### src/design/midi_drum_trigger_pulser_assert.svh
// ----------------------------------------------------------------------------
// Assertion macros for the drum trigger pulser
// Shared property templates for the concurrent checks in the top level.
// ----------------------------------------------------------------------------
`ifndef MIDI_DRUM_TRIGGER_PULSER_ASSERT_SVH
`define MIDI_DRUM_TRIGGER_PULSER_ASSERT_SVH

// Same-cycle implication, disabled while reset is held.
`define MDTP_ASSERT_IMP(lbl, clk, rst_n, ante, cons) \
    lbl: assert property (@(posedge clk) disable iff (!(rst_n)) (ante) |-> (cons)) \
        else $error("drum trigger pulser check failed");

// Next-cycle implication, disabled while reset is held.
`define MDTP_ASSERT_NXT(lbl, clk, rst_n, ante, cons) \
    lbl: assert property (@(posedge clk) disable iff (!(rst_n)) (ante) |=> (cons)) \
        else $error("drum trigger pulser check failed");

`endif

### src/design/mdtp_pkg.sv
// ----------------------------------------------------------------------------
// Drum trigger pulser package
// Widths, codes, the note table and the command format shared by all parts.
// ----------------------------------------------------------------------------
`default_nettype none

package mdtp_pkg;

    // Field and state widths.
    localparam int TIME_BITS   = 32;
    localparam int NUM_LANES   = 8;
    localparam int LANE_W      = 3;
    localparam int HOLD_W      = 20;
    localparam int LOCK_W      = HOLD_W + 1;
    localparam int MIDI_W      = 7;
    localparam int OPCODE_W    = 2;
    localparam int CFG_IDX_W   = 3;
    localparam int CFG_DATA_W  = HOLD_W;
    localparam int QUEUE_DEPTH = 2;
    localparam int QPTR_W      = $clog2(QUEUE_DEPTH);
    localparam int QCNT_W      = $clog2(QUEUE_DEPTH + 1);

    // Input opcodes.
    typedef enum logic [OPCODE_W-1:0] {
        OP_NOTE_ON  = 2'd0,
        OP_CONTROL  = 2'd1,
        OP_TICK     = 2'd2,
        OP_RESERVED = 2'd3
    } t_opcode;

    // Configuration register indexes.
    typedef enum logic [CFG_IDX_W-1:0] {
        CFG_KICK_HOLD      = 3'd0,
        CFG_KICK_HOLDOFF   = 3'd1,
        CFG_PAD_HOLD       = 3'd2,
        CFG_PAD_HOLDOFF    = 3'd3,
        CFG_CYM_HOLD       = 3'd4,
        CFG_CYM_HOLDOFF    = 3'd5,
        CFG_PEDAL_LOW      = 3'd6,
        CFG_PEDAL_HIGH     = 3'd7
    } t_cfg_index;

    // Register reset values.
    localparam logic [HOLD_W-1:0] RST_KICK_HOLD    = HOLD_W'(60000);
    localparam logic [HOLD_W-1:0] RST_KICK_HOLDOFF = HOLD_W'(50000);
    localparam logic [HOLD_W-1:0] RST_PAD_HOLD     = HOLD_W'(1000);
    localparam logic [HOLD_W-1:0] RST_PAD_HOLDOFF  = HOLD_W'(40000);
    localparam logic [HOLD_W-1:0] RST_CYM_HOLD     = HOLD_W'(25000);
    localparam logic [HOLD_W-1:0] RST_CYM_HOLDOFF  = HOLD_W'(40000);
    localparam logic [MIDI_W-1:0] RST_PEDAL_LOW    = MIDI_W'(40);
    localparam logic [MIDI_W-1:0] RST_PEDAL_HIGH   = MIDI_W'(90);

    // Lane numbers.
    localparam logic [LANE_W-1:0] LANE_KICK       = 3'd0;
    localparam logic [LANE_W-1:0] LANE_RED_PAD    = 3'd1;
    localparam logic [LANE_W-1:0] LANE_YELLOW_PAD = 3'd2;
    localparam logic [LANE_W-1:0] LANE_BLUE_PAD   = 3'd3;
    localparam logic [LANE_W-1:0] LANE_GREEN_PAD  = 3'd4;
    localparam logic [LANE_W-1:0] LANE_YELLOW_CYM = 3'd5;
    localparam logic [LANE_W-1:0] LANE_BLUE_CYM   = 3'd6;
    localparam logic [LANE_W-1:0] LANE_GREEN_CYM  = 3'd7;

    // Note numbers with a meaning.
    localparam logic [MIDI_W-1:0] NOTE_KICK       = 7'd36;
    localparam logic [MIDI_W-1:0] NOTE_RED_A      = 7'd38;
    localparam logic [MIDI_W-1:0] NOTE_RED_B      = 7'd40;
    localparam logic [MIDI_W-1:0] NOTE_YELLOW_PAD = 7'd48;
    localparam logic [MIDI_W-1:0] NOTE_BLUE_PAD   = 7'd45;
    localparam logic [MIDI_W-1:0] NOTE_GREEN_PAD  = 7'd43;
    localparam logic [MIDI_W-1:0] NOTE_HIHAT_A    = 7'd26;
    localparam logic [MIDI_W-1:0] NOTE_HIHAT_B    = 7'd46;
    localparam logic [MIDI_W-1:0] NOTE_GREEN_A    = 7'd49;
    localparam logic [MIDI_W-1:0] NOTE_GREEN_B    = 7'd52;
    localparam logic [MIDI_W-1:0] NOTE_GREEN_C    = 7'd55;
    localparam logic [MIDI_W-1:0] NOTE_GREEN_D    = 7'd57;
    localparam logic [MIDI_W-1:0] NOTE_BLUE_A     = 7'd51;
    localparam logic [MIDI_W-1:0] NOTE_BLUE_B     = 7'd53;
    localparam logic [MIDI_W-1:0] NOTE_BLUE_C     = 7'd59;
    localparam logic [MIDI_W-1:0] NOTE_TOGGLE     = 7'd41;

    // The only controller that acts.
    localparam logic [MIDI_W-1:0] CTL_PEDAL = 7'd1;

    // Classified work for the back end.
    typedef enum logic [2:0] {
        CMD_NONE,
        CMD_STRIKE,
        CMD_HIHAT,
        CMD_TOGGLE,
        CMD_PEDAL,
        CMD_TICK
    } t_cmd_kind;

    typedef struct packed {
        t_cmd_kind           kind;
        logic [LANE_W-1:0]   lane;
        logic [MIDI_W-1:0]   value;
    } t_cmd;

    // Queue status seen by the front end and the back end.
    typedef struct packed {
        logic empty;
        logic full;
    } t_q_status;

    // Turn one input beat into a command.
    function automatic t_cmd classify(
        input t_opcode            opcode,
        input logic [MIDI_W-1:0]  note,
        input logic [MIDI_W-1:0]  ctl,
        input logic [MIDI_W-1:0]  val
    );
        t_cmd c;
        c.kind  = CMD_NONE;
        c.lane  = LANE_KICK;
        c.value = val;
        unique case (opcode)
            OP_NOTE_ON: begin
                unique case (note)
                    NOTE_KICK: begin
                        c.kind = CMD_STRIKE; c.lane = LANE_KICK;
                    end
                    NOTE_RED_A, NOTE_RED_B: begin
                        c.kind = CMD_STRIKE; c.lane = LANE_RED_PAD;
                    end
                    NOTE_YELLOW_PAD: begin
                        c.kind = CMD_STRIKE; c.lane = LANE_YELLOW_PAD;
                    end
                    NOTE_BLUE_PAD: begin
                        c.kind = CMD_STRIKE; c.lane = LANE_BLUE_PAD;
                    end
                    NOTE_GREEN_PAD: begin
                        c.kind = CMD_STRIKE; c.lane = LANE_GREEN_PAD;
                    end
                    NOTE_HIHAT_A, NOTE_HIHAT_B: begin
                        c.kind = CMD_HIHAT;
                    end
                    NOTE_GREEN_A, NOTE_GREEN_B, NOTE_GREEN_C, NOTE_GREEN_D: begin
                        c.kind = CMD_STRIKE; c.lane = LANE_GREEN_CYM;
                    end
                    NOTE_BLUE_A, NOTE_BLUE_B, NOTE_BLUE_C: begin
                        c.kind = CMD_STRIKE; c.lane = LANE_BLUE_CYM;
                    end
                    NOTE_TOGGLE: begin
                        c.kind = CMD_TOGGLE;
                    end
                    default: begin
                        c.kind = CMD_NONE;
                    end
                endcase
            end
            OP_CONTROL: begin
                c.kind = (ctl == CTL_PEDAL) ? CMD_PEDAL : CMD_NONE;
            end
            OP_TICK: begin
                c.kind = CMD_TICK;
            end
            default: begin
                c.kind = CMD_NONE;
            end
        endcase
        return c;
    endfunction

endpackage

`default_nettype wire

### src/design/mdtp_in_if.sv
// ----------------------------------------------------------------------------
// Drum event channel
// Valid/ready channel that carries one drum event per beat.
// ----------------------------------------------------------------------------
`default_nettype none

interface mdtp_in_if;
    import mdtp_pkg::*;

    logic                valid;
    logic                ready;
    logic [OPCODE_W-1:0] opcode;
    logic [MIDI_W-1:0]   note_number;
    logic [MIDI_W-1:0]   control_number;
    logic [MIDI_W-1:0]   control_value;

    modport source (
        output valid, opcode, note_number, control_number, control_value,
        input  ready
    );
    modport sink (
        input  valid, opcode, note_number, control_number, control_value,
        output ready
    );
endinterface

`default_nettype wire

### src/design/mdtp_out_if.sv
// ----------------------------------------------------------------------------
// Lane status channel
// Valid/ready channel that carries one result per beat.
// ----------------------------------------------------------------------------
`default_nettype none

interface mdtp_out_if;
    import mdtp_pkg::*;

    logic                 valid;
    logic                 ready;
    logic [NUM_LANES-1:0] lane_levels;
    logic                 fired;
    logic                 hihat_open;
    logic                 hihat_switch_on;

    modport source (
        output valid, lane_levels, fired, hihat_open, hihat_switch_on,
        input  ready
    );
    modport sink (
        input  valid, lane_levels, fired, hihat_open, hihat_switch_on,
        output ready
    );
endinterface

`default_nettype wire

### src/design/mdtp_cfg_if.sv
// ----------------------------------------------------------------------------
// Configuration write channel
// Valid/ready channel that carries a register index and write data.
// ----------------------------------------------------------------------------
`default_nettype none

interface mdtp_cfg_if;
    import mdtp_pkg::*;

    logic                  valid;
    logic                  ready;
    logic [CFG_IDX_W-1:0]  index;
    logic [CFG_DATA_W-1:0] data;

    modport source (
        output valid, index, data,
        input  ready
    );
    modport sink (
        input  valid, index, data,
        output ready
    );
endinterface

`default_nettype wire

### src/design/mdtp_front.sv
// ----------------------------------------------------------------------------
// Drum trigger pulser front end
// Accepts event beats and turns each one into a command for the queue.
// ----------------------------------------------------------------------------
`default_nettype none

module mdtp_front (
    mdtp_in_if.sink              i_in,
    input  mdtp_pkg::t_q_status  i_q_status,
    output logic                 o_push,
    output mdtp_pkg::t_cmd       o_cmd
);
    import mdtp_pkg::*;

    // Take a beat whenever the queue has room.
    assign i_in.ready = !i_q_status.full;
    assign o_push     = i_in.valid && !i_q_status.full;

    // Decode the opcode and the note table.
    always_comb begin
        o_cmd = classify(t_opcode'(i_in.opcode), i_in.note_number,
                         i_in.control_number, i_in.control_value);
    end

endmodule

`default_nettype wire

### src/design/mdtp_queue.sv
// ----------------------------------------------------------------------------
// Drum trigger pulser command queue
// Short FIFO of classified commands between the front and back ends.
// ----------------------------------------------------------------------------
`default_nettype none

module mdtp_queue (
    input  logic                 i_clk,
    input  logic                 i_rst_n,
    input  logic                 i_push,
    input  mdtp_pkg::t_cmd       i_cmd,
    input  logic                 i_pop,
    output mdtp_pkg::t_cmd       o_cmd,
    output mdtp_pkg::t_q_status  o_status
);
    import mdtp_pkg::*;

    t_cmd              r_mem [QUEUE_DEPTH];
    logic [QPTR_W-1:0] r_wptr, n_wptr;
    logic [QPTR_W-1:0] r_rptr, n_rptr;
    logic [QCNT_W-1:0] r_count, n_count;

    // Pointer and fill count updates.
    always_comb begin
        n_wptr  = r_wptr;
        n_rptr  = r_rptr;
        n_count = r_count;
        if (i_push) begin
            n_wptr = (r_wptr == QPTR_W'(QUEUE_DEPTH - 1)) ? '0 : r_wptr + 1'b1;
        end
        if (i_pop) begin
            n_rptr = (r_rptr == QPTR_W'(QUEUE_DEPTH - 1)) ? '0 : r_rptr + 1'b1;
        end
        if (i_push && !i_pop) begin
            n_count = r_count + 1'b1;
        end else if (!i_push && i_pop) begin
            n_count = r_count - 1'b1;
        end
    end

    always_ff @(posedge i_clk) begin
        if (!i_rst_n) begin
            r_wptr  <= '0;
            r_rptr  <= '0;
            r_count <= '0;
        end else begin
            r_wptr  <= n_wptr;
            r_rptr  <= n_rptr;
            r_count <= n_count;
        end
    end

    // Storage needs no reset.
    always_ff @(posedge i_clk) begin
        if (i_push) begin
            r_mem[r_wptr] <= i_cmd;
        end
    end

    assign o_cmd          = r_mem[r_rptr];
    assign o_status.empty = (r_count == '0);
    assign o_status.full  = (r_count == QCNT_W'(QUEUE_DEPTH));

endmodule

`default_nettype wire

### src/design/mdtp_back.sv
// ----------------------------------------------------------------------------
// Drum trigger pulser back end
// Holds the timing registers and lane state, runs one command per cycle
// while its output register is free or draining, and keeps the result there.
// ----------------------------------------------------------------------------
`default_nettype none

module mdtp_back (
    input  logic                 i_clk,
    input  logic                 i_rst_n,
    mdtp_cfg_if.sink             i_cfg,
    input  mdtp_pkg::t_cmd       i_cmd,
    input  mdtp_pkg::t_q_status  i_q_status,
    output logic                 o_pop,
    mdtp_out_if.source           o_out
);
    import mdtp_pkg::*;

    // Configuration; the lockout sums are kept ready beside the raw values.
    logic [HOLD_W-1:0] r_kick_hold, r_kick_holdoff;
    logic [HOLD_W-1:0] r_pad_hold, r_pad_holdoff;
    logic [HOLD_W-1:0] r_cym_hold, r_cym_holdoff;
    logic [LOCK_W-1:0] r_kick_lock, r_pad_lock, r_cym_lock;
    logic [MIDI_W-1:0] r_ped_lo, r_ped_hi;

    // Lane and hi-hat state.
    logic [TIME_BITS-1:0] r_now, n_now;
    logic [TIME_BITS-1:0] r_fire_time [NUM_LANES];
    logic [NUM_LANES-1:0] r_active, n_active;
    logic                 r_hh_open, n_hh_open;
    logic                 r_hh_switch, n_hh_switch;

    // Output register.
    logic                 r_out_valid;
    logic [NUM_LANES-1:0] r_levels;
    logic                 r_fired, n_fired;
    logic                 r_out_open;
    logic                 r_out_switch;

    logic [TIME_BITS-1:0] hold_of [NUM_LANES];
    logic [TIME_BITS-1:0] lock_of [NUM_LANES];
    logic [LANE_W-1:0]    strike_lane;
    logic [TIME_BITS-1:0] strike_diff;
    logic                 strike_ok;
    logic [TIME_BITS-1:0] now_inc;
    logic [NUM_LANES-1:0] release_lane;
    logic                 n_write_fire;

    assign i_cfg.ready = 1'b1;

    // Configuration writes.
    always_ff @(posedge i_clk) begin
        if (!i_rst_n) begin
            r_kick_hold    <= RST_KICK_HOLD;
            r_kick_holdoff <= RST_KICK_HOLDOFF;
            r_pad_hold     <= RST_PAD_HOLD;
            r_pad_holdoff  <= RST_PAD_HOLDOFF;
            r_cym_hold     <= RST_CYM_HOLD;
            r_cym_holdoff  <= RST_CYM_HOLDOFF;
            r_kick_lock    <= LOCK_W'(RST_KICK_HOLD) + LOCK_W'(RST_KICK_HOLDOFF);
            r_pad_lock     <= LOCK_W'(RST_PAD_HOLD) + LOCK_W'(RST_PAD_HOLDOFF);
            r_cym_lock     <= LOCK_W'(RST_CYM_HOLD) + LOCK_W'(RST_CYM_HOLDOFF);
            r_ped_lo       <= RST_PEDAL_LOW;
            r_ped_hi       <= RST_PEDAL_HIGH;
        end else if (i_cfg.valid) begin
            unique case (t_cfg_index'(i_cfg.index))
                CFG_KICK_HOLD: begin
                    r_kick_hold <= i_cfg.data;
                    r_kick_lock <= LOCK_W'(i_cfg.data) + LOCK_W'(r_kick_holdoff);
                end
                CFG_KICK_HOLDOFF: begin
                    r_kick_holdoff <= i_cfg.data;
                    r_kick_lock    <= LOCK_W'(r_kick_hold) + LOCK_W'(i_cfg.data);
                end
                CFG_PAD_HOLD: begin
                    r_pad_hold <= i_cfg.data;
                    r_pad_lock <= LOCK_W'(i_cfg.data) + LOCK_W'(r_pad_holdoff);
                end
                CFG_PAD_HOLDOFF: begin
                    r_pad_holdoff <= i_cfg.data;
                    r_pad_lock    <= LOCK_W'(r_pad_hold) + LOCK_W'(i_cfg.data);
                end
                CFG_CYM_HOLD: begin
                    r_cym_hold <= i_cfg.data;
                    r_cym_lock <= LOCK_W'(i_cfg.data) + LOCK_W'(r_cym_holdoff);
                end
                CFG_CYM_HOLDOFF: begin
                    r_cym_holdoff <= i_cfg.data;
                    r_cym_lock    <= LOCK_W'(r_cym_hold) + LOCK_W'(i_cfg.data);
                end
                CFG_PEDAL_LOW: begin
                    r_ped_lo <= i_cfg.data[MIDI_W-1:0];
                end
                CFG_PEDAL_HIGH: begin
                    r_ped_hi <= i_cfg.data[MIDI_W-1:0];
                end
                default: begin
                end
            endcase
        end
    end

    // Per-lane hold and lockout, widened to the time base.
    always_comb begin
        for (int i = 0; i < NUM_LANES; i++) begin
            if (LANE_W'(i) == LANE_KICK) begin
                hold_of[i] = TIME_BITS'(r_kick_hold);
                lock_of[i] = TIME_BITS'(r_kick_lock);
            end else if (LANE_W'(i) <= LANE_GREEN_PAD) begin
                hold_of[i] = TIME_BITS'(r_pad_hold);
                lock_of[i] = TIME_BITS'(r_pad_lock);
            end else begin
                hold_of[i] = TIME_BITS'(r_cym_hold);
                lock_of[i] = TIME_BITS'(r_cym_lock);
            end
        end
    end

    // Strike test: the hi-hat notes steer between the two cymbals.
    always_comb begin
        if (i_cmd.kind == CMD_HIHAT) begin
            strike_lane = (r_hh_switch && r_hh_open) ? LANE_BLUE_CYM : LANE_YELLOW_CYM;
        end else begin
            strike_lane = i_cmd.lane;
        end
        strike_diff = r_now - r_fire_time[strike_lane];
        strike_ok   = strike_diff > lock_of[strike_lane];
    end

    // Release test against the advanced counter, all lanes in parallel.
    assign now_inc = r_now + 1'b1;
    always_comb begin
        for (int i = 0; i < NUM_LANES; i++) begin
            release_lane[i] = r_active[i] && ((now_inc - r_fire_time[i]) > hold_of[i]);
        end
    end

    // Take a command whenever the output register is free or being drained.
    assign o_pop = !i_q_status.empty && (!r_out_valid || o_out.ready);

    // Next state for the command at the head of the queue.
    always_comb begin
        n_now        = r_now;
        n_active     = r_active;
        n_hh_open    = r_hh_open;
        n_hh_switch  = r_hh_switch;
        n_fired      = 1'b0;
        n_write_fire = 1'b0;
        unique case (i_cmd.kind)
            CMD_STRIKE, CMD_HIHAT: begin
                if (strike_ok) begin
                    n_active[strike_lane] = 1'b1;
                    n_fired               = 1'b1;
                    n_write_fire          = 1'b1;
                end
            end
            CMD_TOGGLE: begin
                n_hh_switch = !r_hh_switch;
            end
            CMD_PEDAL: begin
                if (r_hh_open && (i_cmd.value >= r_ped_hi)) begin
                    n_hh_open = 1'b0;
                end else if (!r_hh_open && (i_cmd.value <= r_ped_lo)) begin
                    n_hh_open = 1'b1;
                end
            end
            CMD_TICK: begin
                n_now    = now_inc;
                n_active = r_active & ~release_lane;
            end
            default: begin
            end
        endcase
    end

    // State registers.
    always_ff @(posedge i_clk) begin
        if (!i_rst_n) begin
            r_now       <= '0;
            r_active    <= '0;
            r_hh_open   <= 1'b0;
            r_hh_switch <= 1'b1;
            for (int i = 0; i < NUM_LANES; i++) begin
                r_fire_time[i] <= '0;
            end
        end else if (o_pop) begin
            r_now       <= n_now;
            r_active    <= n_active;
            r_hh_open   <= n_hh_open;
            r_hh_switch <= n_hh_switch;
            if (n_write_fire) begin
                r_fire_time[strike_lane] <= r_now;
            end
        end
    end

    // Output register and its valid flag.
    always_ff @(posedge i_clk) begin
        if (!i_rst_n) begin
            r_out_valid <= 1'b0;
        end else begin
            r_out_valid <= o_pop || (r_out_valid && !o_out.ready);
        end
    end

    always_ff @(posedge i_clk) begin
        if (o_pop) begin
            r_levels     <= n_active;
            r_fired      <= n_fired;
            r_out_open   <= n_hh_open;
            r_out_switch <= n_hh_switch;
        end
    end

    assign o_out.valid           = r_out_valid;
    assign o_out.lane_levels     = r_levels;
    assign o_out.fired           = r_fired;
    assign o_out.hihat_open      = r_out_open;
    assign o_out.hihat_switch_on = r_out_switch;

endmodule

`default_nettype wire

### src/design/midi_drum_trigger_pulser.sv
// ----------------------------------------------------------------------------
// MIDI drum trigger pulser
// Maps drum events to eight trigger lanes with hold and lockout timing.
// ----------------------------------------------------------------------------
// Usage:
//   i_in carries one event per beat: note-on, control change or a
//   one-microsecond tick. o_out returns one result beat per event with the
//   lane levels after the event, a fired flag and the hi-hat state.
//   i_cfg writes the hold, hold-off and pedal threshold registers; it is
//   always ready and should only be used while no event is in flight.
//   An accepted event waits in the command queue until the back end takes it
//   and registers its result. One event is taken every cycle while results
//   drain; the back end, running one command per cycle, sets the rate.
//   A two-entry command queue sits between decode and execution, and the
//   output register drains at the same time as the next command runs.
//   If the receiver stalls, the result holds, the queue fills and i_in
//   drops ready once both entries are taken.
//   Reset restores the register defaults, clears the counter, fire times
//   and lanes, closes the hi-hat and turns the hi-hat switch on.
// ----------------------------------------------------------------------------
`default_nettype none

`include "midi_drum_trigger_pulser_assert.svh"

module midi_drum_trigger_pulser (
    input  logic        i_clk,
    input  logic        i_rst_n,
    mdtp_in_if.sink     i_in,
    mdtp_cfg_if.sink    i_cfg,
    mdtp_out_if.source  o_out
);
    import mdtp_pkg::*;

    logic      push;
    logic      pop;
    t_cmd      front_cmd;
    t_cmd      queue_cmd;
    t_q_status q_status;

    // Decode side.
    mdtp_front u_front (
        .i_in       (i_in),
        .i_q_status (q_status),
        .o_push     (push),
        .o_cmd      (front_cmd)
    );

    // Command queue.
    mdtp_queue u_queue (
        .i_clk    (i_clk),
        .i_rst_n  (i_rst_n),
        .i_push   (push),
        .i_cmd    (front_cmd),
        .i_pop    (pop),
        .o_cmd    (queue_cmd),
        .o_status (q_status)
    );

    // Execution side.
    mdtp_back u_back (
        .i_clk      (i_clk),
        .i_rst_n    (i_rst_n),
        .i_cfg      (i_cfg),
        .i_cmd      (queue_cmd),
        .i_q_status (q_status),
        .o_pop      (pop),
        .o_out      (o_out)
    );

    // A full queue must hold off the event channel.
    `MDTP_ASSERT_IMP(a_full_blocks_input, i_clk, i_rst_n, q_status.full, !i_in.ready)
    // The back end never runs a command from an empty queue.
    `MDTP_ASSERT_IMP(a_pop_not_empty, i_clk, i_rst_n, pop, !q_status.empty)
    // A fired result always shows at least one lane high.
    `MDTP_ASSERT_IMP(a_fired_lane_high, i_clk, i_rst_n, o_out.valid && o_out.fired, o_out.lane_levels != '0)
    // A command taken while the output is free yields a result next cycle.
    `MDTP_ASSERT_NXT(a_pop_gives_result, i_clk, i_rst_n, pop, o_out.valid)

endmodule

`default_nettype wire

### src/flat_wrapper.sv
// flat-port wrapper written by rule: the top's interface ports become plain ports
module midi_drum_trigger_pulser_flat import mdtp_pkg::*;
  (i_clk, i_rst_n, i_in_valid, i_in_opcode, i_in_note_number, i_in_control_number, i_in_control_value, i_in_ready, i_cfg_valid, i_cfg_index, i_cfg_data, i_cfg_ready, o_out_valid, o_out_lane_levels, o_out_fired, o_out_hihat_open, o_out_hihat_switch_on, o_out_ready);
  mdtp_in_if i_in_i ();
  mdtp_cfg_if i_cfg_i ();
  mdtp_out_if o_out_i ();
  input  logic i_clk;
  input  logic i_rst_n;
  input wire logic [$bits(i_in_i.valid)-1:0] i_in_valid;
  input wire logic [$bits(i_in_i.opcode)-1:0] i_in_opcode;
  input wire logic [$bits(i_in_i.note_number)-1:0] i_in_note_number;
  input wire logic [$bits(i_in_i.control_number)-1:0] i_in_control_number;
  input wire logic [$bits(i_in_i.control_value)-1:0] i_in_control_value;
  output wire logic [$bits(i_in_i.ready)-1:0] i_in_ready;
  input wire logic [$bits(i_cfg_i.valid)-1:0] i_cfg_valid;
  input wire logic [$bits(i_cfg_i.index)-1:0] i_cfg_index;
  input wire logic [$bits(i_cfg_i.data)-1:0] i_cfg_data;
  output wire logic [$bits(i_cfg_i.ready)-1:0] i_cfg_ready;
  output wire logic [$bits(o_out_i.valid)-1:0] o_out_valid;
  output wire logic [$bits(o_out_i.lane_levels)-1:0] o_out_lane_levels;
  output wire logic [$bits(o_out_i.fired)-1:0] o_out_fired;
  output wire logic [$bits(o_out_i.hihat_open)-1:0] o_out_hihat_open;
  output wire logic [$bits(o_out_i.hihat_switch_on)-1:0] o_out_hihat_switch_on;
  input wire logic [$bits(o_out_i.ready)-1:0] o_out_ready;
  assign i_in_i.valid = i_in_valid;
  assign i_in_i.opcode = i_in_opcode;
  assign i_in_i.note_number = i_in_note_number;
  assign i_in_i.control_number = i_in_control_number;
  assign i_in_i.control_value = i_in_control_value;
  assign i_in_ready = i_in_i.ready;
  assign i_cfg_i.valid = i_cfg_valid;
  assign i_cfg_i.index = i_cfg_index;
  assign i_cfg_i.data = i_cfg_data;
  assign i_cfg_ready = i_cfg_i.ready;
  assign o_out_valid = o_out_i.valid;
  assign o_out_lane_levels = o_out_i.lane_levels;
  assign o_out_fired = o_out_i.fired;
  assign o_out_hihat_open = o_out_i.hihat_open;
  assign o_out_hihat_switch_on = o_out_i.hihat_switch_on;
  assign o_out_i.ready = o_out_ready;
  midi_drum_trigger_pulser u_core (.i_clk(i_clk), .i_rst_n(i_rst_n), .i_in(i_in_i), .i_cfg(i_cfg_i), .o_out(o_out_i));
endmodule
### config.mk
export PLATFORM = sky130hd
export DESIGN_NAME = midi_drum_trigger_pulser_flat
export DESIGN_NICKNAME = d
export VERILOG_FILES = /design/src/design/mdtp_pkg.sv /design/src/design/mdtp_in_if.sv /design/src/design/mdtp_out_if.sv /design/src/design/mdtp_cfg_if.sv /design/src/design/mdtp_front.sv /design/src/design/mdtp_queue.sv /design/src/design/mdtp_back.sv /design/src/design/midi_drum_trigger_pulser.sv /design/src/flat_wrapper.sv
export VERILOG_INCLUDE_DIRS = /design/src /design/src/design
export SDC_FILE = /design/constraint.sdc
export NUM_CORES = 2
export LEC_CHECK = 0
export BUFFER_PORTS_ARGS = -buffer_cell sky130_fd_sc_hd__buf_2
export CAP_MARGIN = 30
export CORE_ASPECT_RATIO = 1.2
export CORE_UTILIZATION = 30
export DETAILED_ROUTE_END_ITERATION = 10
export PLACE_DENSITY = 0.47
export REMOVE_ABC_BUFFERS = 1
export SETUP_SLACK_MARGIN = 0.3
export SYNTH_ARGS = -nofsm -noshare
export SYNTH_HDL_FRONTEND = slang
export SYNTH_SLANG_ARGS = --single-unit
export TNS_END_PERCENT = 100
### constraint.sdc
create_clock -name i_clk -period 11.3 [get_ports i_clk]
set_clock_uncertainty 0.05 [all_clocks]
set_input_delay 0 -clock i_clk [delete_from_list [all_inputs] [get_ports i_clk]]
set_output_delay 0 -clock i_clk [all_outputs]
set_load 0.05 [all_outputs]
==> out/summary.txt <==
clock share of power = 32.8%
Reg clk slew, reported paths = 0.06 ns
WL final = 179.5 mm
TritonCTS clock tree = built
fin. max-slew vios = 0
Switching Fraction = 38.86%
CTS Root Buffer Type = clkbuf_16
synth top area cells = edfxtp_1 (19%), ha_1 (15%), dfxtp_1 (11%)
DRT antenna net count = 0
Multi-input gate area = 0.02953 sq mm
Worst Path Max Fanout = 106
count leader, synth = nand2_1
Clock Sinks = 538
# setup viols final = 0
crit path kind = reg -> reg
Peak Freq = 104.3 MHz
total of max-cap violations = 0
Post-synth EDFFs = 293
die area = 0.1533 sq mm
Pwr per Cell Area = 144.7 mW/mm^2
Crit path arrival time = 9.94 ns
VDD IR max = 0.09917 mV
Most used DFF post-synth = edfxtp_1
GRT Residual Overflow = 0
post-CTS sizing = 0
DR vias/cell = 5.419
layout cells sized above 1 = 7.238%
clk_lat worst skew = 0.66 ns
Worst EP required = 11.65 ns
CORE AREA = 0.1507 sq mm
Syn. warnings = 0
CP startpoint kind = flop
WL/cell = 23.62 um
Layout fillers = 15804
sequential area share after synthesis = 30.10%
period utilization = 84.86%
TritonCTS Buffers = 72
Post-synth top cells = nand2_1 (729), ha_1 (536), a21oi_1 (497)
first-pass GRT wire length = 260.5 mm
Avg Synthesized Cell Area = 8.236 sq um
unrepaired setup endpoints after global routing = no
Post-CTS Setup Inserts = 0
logic gate share of total power = 36.3%
min cycle time layout = 9.589 ns
DRT iter0 DRCs = 3103
setup slack at placement = 1.831 ns
Chip Height = 428.7 um
fin cells = 7601
sequential cell area = 0.01370 sq mm
status = completed
CTS max path bufs = 3
First-pass DRT Iterations = 6
Max transition margin = 22.01%
GP Congestion = 0.9447
vias after detailed routing = 41191
Seq pwr share = 30.9%
Pint = 4.545 mW
worst hold-check path type = in -> reg
Crit. End Element = flop
slowest library cell on the worst path = o21ai_0
#FFs+latches synth = 538
HPWL after detailed placement = 139.9 mm
final hold vios = 0
Final WS setup = 1.711 ns
Leak Pwr = 22.91 nW
die width = 357.6 um
io pins = 65
initial antenna violation count = 4
Starting Density = 30.21%
H-tree levels = 3
largest net degree at the start of global routing = 107
std cell rows = 156
vias in the first global route = 39370
final total power = 7.434 mW
Cells after DPL = 7415
Mapped Area = 0.04553 sq mm
slew of the pin with the lowest slew margin = 1.158 ns
P_sw = 2.889 mW
Synth async-reset ratio = 0%
DRC viols = 0
nets = 6162
WHS = 0.04216 ns
share of the synthesized area in the top cell type = 19.33%
GRT Overall Usage = 22.82%
slowest stage delay, CP = 0.80 ns
Post-Syn Instances = 5528
Syn-to-layout area delta = 12.86%
Unique masters post-synth = 97
Yosys top cell by area = edfxtp_1
I/O Buffers = 63
through the flow:
step | area, sq um | util (%) | TNS [ns]
after global routing | 51370 | 34.09 | 0
final | 51380 | 34.10 | 0
after detailed placement | 48410 | 32.13 | 0
after global placement | 48240 | 32.01 | 0
after CTS | 51370 | 34.09 | 0
after floorplan | 44530 | - | -691.47
worst paths after layout:
path	startpoint	endpoint	slack (ns)	cells after the start
max	flop	u_core.u_back.r_fire_time[3][24]$_SDFFCE_PN0P_	1.71	29
min	i_in_control_value[1]	u_core.u_queue.r_mem[0][1]$_DFFE_PP_	0.04	2
max reg2reg	flop	u_core.u_back.r_fire_time[3][24]$_SDFFCE_PN0P_	1.71	29
min reg2reg	u_core.u_back.r_pad_hold[17]$_SDFFE_PN0P_	u_core.u_back.r_pad_hold[17]$_SDFFE_PN0P_	0.40	2
area by class of cell:
cell class	instances	share of cell area (%)
Sequential cell	538	26.67
Tap cell	1975	4.809
Inverter	403	2.954
Clock buffer	97	3.930
Antenna cell	3	0.01461
Clock inverter	37	0.8864
Timing Repair Buffer	214	3.258
Multi-Input combinational cell	4334	57.48
routing by layer:
layer  vias up  global-route usage [%]  part of all wire [%]
li1      20018                       -                     -
met1     19810                   28.23                    42
met2      1059                   39.36                    48
met3       304                   2.532                   3.9
met4         0                   10.43                   5.2
met5         -                       0                     0
power groups by stage:
stage,logic [mW],registers [mW],clock network (mW)
6_report,2.70,2.30,2.44
2_1_floorplan,1.65,2.35,0
3_5_place_dp,2.65,2.34,0
3_3_place_gp,2.65,2.34,0
4_1_cts,2.68,2.30,2.48
5_1_grt,2.93,2.30,2.55
logic make-up after synthesis:
family / after synthesis / synth area share [%]
xor gates and xnor gates: 305 / 5.901
muxes: 83 / 1.984
adders and majority gates: 548 / 15.26
AOI/OAI and AO/OA: 1542 / 21.45
buffers and inverters: 656 / 5.510
and+or+nand+nor: 1855 / 19.79
DFF: 538 / 30.10
other: 1 / 0.008237
registers in the layout (all words and copies together) (netlist names), 2 cells and up, named ones only:
register	flops
u_core.u_back.r_now	32
u_core.u_queue.r_mem	26
u_core.u_back.r_cym_holdoff	20
u_core.u_back.r_cym_hold	20
u_core.u_back.r_kick_lock	21
u_core.u_back.o_out.lane_levels	8
u_core.u_back.r_cym_lock	21
u_core.u_back.r_kick_hold	20
u_core.u_back.r_ped_lo	7
u_core.u_back.r_ped_hi	7
u_core.u_back.r_fire_time	256
u_core.u_queue.r_count	2
u_core.u_back.r_active	8
u_core.u_back.r_kick_holdoff	20
u_core.u_back.r_pad_lock	21
u_core.u_back.r_pad_holdoff	20
u_core.u_back.r_pad_hold	20
critical path, delay by kind of cell, from the launching register on:
family | cells | cell delay (ns)
flops | 1 | 0.75
compound gates | 15 | 4.16
buf+inv | 4 | 1.67
xor+xnor | 1 | 0.15
simple gates | 7 | 1.72
fa+ha+maj | 2 | 0.73
cell usage in the layout, fill, tap and decap left out, types with 33 or more instances in the layout:
cell           synthesis  routed
clkbuf_16              0      75
buf_2                 22      64
nand2b_1              77      77
dfxtp_1              245     245
xor2_1               114     108
and3_1               265     265
o211ai_1              74      74
nand4_1               70      70
nor3_1                62      59
nor2b_1               59      59
and2_1                51      51
o21ai_0              300     298
a21o_1               194     194
dlygate4sd3_1          0      49
a21oi_1              497     495
or3_1                 33      33
buf_4                  1      89
inv_1                403     402
nand2_1              729     729
o21bai_1              35      35
xnor2_1              189     182
nor2_1               292     285
mux2i_1               48      47
a31oi_1               74      74
o21a_1                58      58
a211oi_1              63      63
edfxtp_1             293     293
ha_1                 536     536
nand3_1              100     100
repair_timing:
action | in CTS | in global routing
endpoints found under the setup margin | 0 | 0
hold endpoints to repair | 200 | 0
hold buffers | 49 | 0
Power figures use the tool's default switching activity.
